File: src/sv/crmc_pkg.sv
// shared types and constants for the calorimeter region peak and centroid block
`timescale 1ns / 1ps
package crmc_pkg;
	localparam int NREG = 5;
	localparam int MAX_TOWERS = 4096;
	localparam int CNT_W = $clog2(MAX_TOWERS + 1);
	localparam int ESUM_W = 28;
	localparam int WSUM_W = 40;
	localparam int QDEPTH = 2;
	localparam logic [ESUM_W-1:0] ESUM_MAX = {ESUM_W{1'b1}};

	// one classified tower (or end marker) between front and back
	typedef struct packed {
		logic              take;
		logic [15:0]       en_e;
		logic [15:0]       en_h;
		logic [15:0]       en_t;
		logic signed [10:0] eta;
		logic signed [9:0]  phi;
		logic [NREG-1:0]   flag;
		logic [NREG-1:0]   qual;
		logic              last;
	} item_t;

	// one region's accumulated event results
	typedef struct packed {
		logic [15:0]              best_e;
		logic signed [10:0]       best_eta;
		logic signed [9:0]        best_phi;
		logic [ESUM_W-1:0]        esum;
		logic signed [WSUM_W-1:0] weta;
		logic signed [WSUM_W-1:0] wphi;
	} acc_t;
endpackage

File: src/sv/crmc_front.sv
// front part: tower counting and a small item queue
`timescale 1ns / 1ps
module crmc_front (
	input  logic            clk,
	input  logic            arst_n,
	input  logic            s_valid,
	output logic            s_ready,
	input  crmc_pkg::item_t s_item,
	output logic            q_valid,
	input  logic            q_ready,
	output crmc_pkg::item_t q_item
);
	import crmc_pkg::*;
	item_t mem_q [QDEPTH];
	logic wp_q, rp_q;
	logic [1:0] cnt_q;
	logic [CNT_W-1:0] tcount_q;
	logic push, pop;
	item_t it;

	assign s_ready = (cnt_q != 2'(QDEPTH));
	assign q_valid = (cnt_q != 2'd0);
	assign q_item = mem_q[rp_q];
	assign push = s_valid && s_ready;
	assign pop = q_valid && q_ready;

	always_comb begin
		it = s_item;
		it.take = s_item.take && (tcount_q < CNT_W'(MAX_TOWERS));
	end

	always_ff @(posedge clk) begin
		if (push) mem_q[wp_q] <= it;
	end

	always_ff @(posedge clk or negedge arst_n) begin
		if (!arst_n) begin
			wp_q <= 1'b0;
			rp_q <= 1'b0;
			cnt_q <= 2'd0;
			tcount_q <= '0;
		end else begin
			if (push) begin
				wp_q <= ~wp_q;
				if (s_item.last) tcount_q <= '0;
				else if (it.take) tcount_q <= tcount_q + 1'b1;
			end
			if (pop) rp_q <= ~rp_q;
			cnt_q <= cnt_q + {1'b0, push} - {1'b0, pop};
		end
	end
endmodule

File: config.mk
export PLATFORM = sky130hd
export DESIGN_NAME = crmc_front
export DESIGN_NICKNAME = d
export VERILOG_FILES = /design/src/sv/crmc_pkg.sv /design/src/sv/crmc_front.sv
export SDC_FILE = /design/constraint.sdc
export NUM_CORES = 1
export LEC_CHECK = 0
export BUFFER_PORTS_ARGS = -buffer_cell sky130_fd_sc_hd__buf_4
export CAP_MARGIN = 20
export CORE_MARGIN = 2
export CORE_UTILIZATION = 53
export DETAILED_ROUTE_END_ITERATION = 10
export PLACE_DENSITY = 0.9
export SYNTH_ARGS = -nofsm -noshare
export SYNTH_HDL_FRONTEND = slang
export SYNTH_SLANG_ARGS = --single-unit
export TNS_END_PERCENT = 10
File: constraint.sdc
create_clock -name clk -period 6.8 [get_ports clk]
set_clock_uncertainty 0.2 [all_clocks]
set_input_delay 1.36 -clock clk [delete_from_list [all_inputs] [get_ports clk]]
set_output_delay 1.36 -clock clk [all_outputs]
set_load 0.02 [all_outputs]
==> metrics.yaml <==
yosys:
  synth_area_per_cell_um2: 19.5
  synthesis.area_um2: 6740
  syn_inst: 345
  synth_largest_area_cell: "edfxtp_1"
  yosys-mux-area-fraction_pct: 13.5
  yosys.area_share.simple_pct: 2.95
  synth-xor-area-share_pct: 0.779
  synth-seq-area-share_pct: 78.5
  synth_edf_count: 162
  yosysWarningCount: 0
  ys_types: 36
  synth_area_leaders: "edfxtp_1 (72%), mux2_2 (14%), dfrtp_1 (6.3%)"
  synthFlopType: "edfxtp_1"
  synth.net_count: 433
  synth_compound_area_share_pct: 2.39
  netlist.area_leader.share_pct: 72.1
  ys_ff_latch: 179
  synth_fa_ha_area_share_pct: 0.557
  async_reset_ff_share_pct: 9.50
  synth_top_family_by_area: "multiplexers"
routing:
  vias: 3722
  wl_per_cell_um: 18.7
  routed_via_density: 5.28
  dr.pass1.iters: 4
  drc_errors: 0
  routed_wl_um: 13200
  ant_nets: 0
  first_iter_violations: 312
floorplan:
  dieArea_um2: 13600
  pin_count: 168
  core_area_um2: 12500
  dieHeight_um: 117
  dieWidth_um: 117
  initial_utilization_pct: 53.9
  row_count: 41
power:
  power_mw: 3.85
  p_sw_share_pct: 31.0
  intPower_mw: 2.66
  clockPowerShare_pct: 25.2
  power_leakage_nw: 3.36
  power.density_nw_per_um2: 436
  power_frac_seq_pct: 40.7
  irDropWorstVdd_uv: 242
  p_comb_share_pct: 34.2
  p_sw_mw: 1.19
critical_path:
  crit_arrival_ns: 1.91
  r2r_cells: 5
  path_depth: 3
  crit_buf_inv: 2
  r2r_slack_ns: 4.29
  crit_path_max_fanout: 74
  crit_family: "flip-flops"
  start_kind: "flop"
  r2r_end: "mem_q[0][37]"
  crit_slowest_cell: "dfrtp_4"
  worstSetupEndpointType: "primary output"
  r2r-start: "cnt_q[1]"
  slowest_delay_ns: 0.53
  required_ns: 5.24
  crit_type: "reg2out"
  crit_path_cell_trace: "buf_16 -> mux2_2 -> buf_4"
cells_and_area:
  layout_common_cells: "buf_4 (168), edfxtp_1 (162), mux2_2 (81)"
  drive_above_1_share_pct: 53.7
  final_common_cell: "buf_4"
  nets: 609
  fin_area_um2: 8830
  final_cells: 705
  areaGrowthSynthToFinish_pct: 30.9
  fill_cells: 790
  diodes: 0
clocking:
  clkTransAtPathRegs_ns: 0.07
  cts_max_level: 4
  numCtsBuffers: 17
  ctsHoldBuffers: 0
  cts-resized-gates: 0
  clockRootBuffer: "clkbuf_16"
  cts_max_path_buffers: 2
  postCtsSetupBuffers: 0
  clock-sinks: 179
  cts_tree: "yes"
  clk_latency_ns: 0.42
placement:
  dpl.cell_count: 671
  portBuffers: 167
  hpwl_um: 8360
  placed_area_um2: 8160
  pre_cts_slack_ns: 3.00
  place.gp.congestion: 0.759
timing:
  rsz0062_at_grt: "false"
  finalSetupViolCount: 0
  drv_slew: 0
  fin_ws_ns: 3.33
  min_period_ns: 3.47
  finalHoldViolCount: 0
  min_period_over_period_pct: 51.0
  fmax_mhz: 288
  finalSetupTns_ns: 0
  tightest_slew_ns: 0.585
  slew_headroom_pct: 61.0
global_route:
  grt_pass1_wl_um: 18700
  grt_max_degree: 83
  first_global_vias: 3730
  grt_overflow: 0
  antenna_found_initial: 0
  grt_usage_pct: 18.7
run:
  maxCapViolations: 0
hold_path:
  holdPathEnd: "cnt_q[1]"
  hold_start: "cnt_q[1]"
  min_path_type: "reg2reg"
  worstHoldPathCells: 1
run_status:
  status: "complete, no violations"
[state kept, by name, indices dropped and copies added (netlist names)]
register,flops
cnt_q,2
mem_q,162
rp_q,1
tcount_q,13
wp_q,1
[power groups by stage]
| stage | Clock [mW] | Sequential [mW] | Combinational, mW |
|---|---|---|---|
| 4_1_cts | 0.986 | 1.66 | 1.21 |
| 2_1_floorplan | 0 | 1.57 | 0.816 |
| 5_1_grt | 1.02 | 1.59 | 1.39 |
| 3_3_place_gp | 0 | 1.65 | 1.18 |
| 6_report | 0.968 | 1.57 | 1.31 |
| 3_5_place_dp | 0 | 1.67 | 1.20 |
[cell families (layout without fill, tap and decap cells)]
logic type	after synthesis	after routing
buffers and inverters	19	207
xor gates and xnor gates	6	6
AOI/OAI and AO/OA	22	22
and+or+nand+nor	35	35
muxes	81	81
DFF	179	179
adders and majority gates	3	3
[worst register-to-register path: cells and delay by family, from the launching register on]
family / cells / cell delay (ns)
buffers and inverters: 2 / 0.79
flip-flops: 1 / 0.41
AND/OR/NAND/NOR: 3 / 0.72
[cells in the mapped netlist (all sizes together), types with 4 or more instances]
master  instances
buf            13
xnor2           4
edfxtp        162
a21oi           5
dfrtp          17
mux2           81
nand2           6
nand3           4
nor2            6
or4             4
inv             5
[layer usage]
layer	vias to the layer above	GRT usage (%)	routed length, um
met5	-	0	0
met4	0	8.00	303
met3	26	5.66	973
met2	145	33.1	7080
met1	1844	21.2	4810
li1	1707	-	-
[area by class of cell]
type	count	area, um2	area share, %
Clock buffer	18	429	4.86
Clock inverter	13	160	1.81
Inverter	5	18.8	0.213
Multi-Input combinational cell	147	1380	15.6
Sequential cell	179	5290	60.0
Tap cell	172	215	2.44
Timing Repair Buffer	171	1340	15.1
[worst max path at each step]
stage,slack [ns],from,endpoint
floorplan,1.07,s_valid,mem_q[0][0]
global placement,3.09,s_valid,mem_q[0][77]
detailed placement,3.00,s_valid,mem_q[0][77]
CTS,2.98,rp_q,q_item[33]
global route,3.24,rp_q,q_item[33]
finish,3.33,rp_q,q_item[33]
[through the flow]
stage | hold WS, ns | util (%)
after global placement | 0.280 | 65.2
final | 0.313 | 70.5
after CTS | 0.311 | 69.9
after detailed placement | 0.296 | 65.2
after global routing | 0.336 | 70.5
after floorplan | 0.260 | -
No activity file was read; power rests on OpenSTA's default activity.
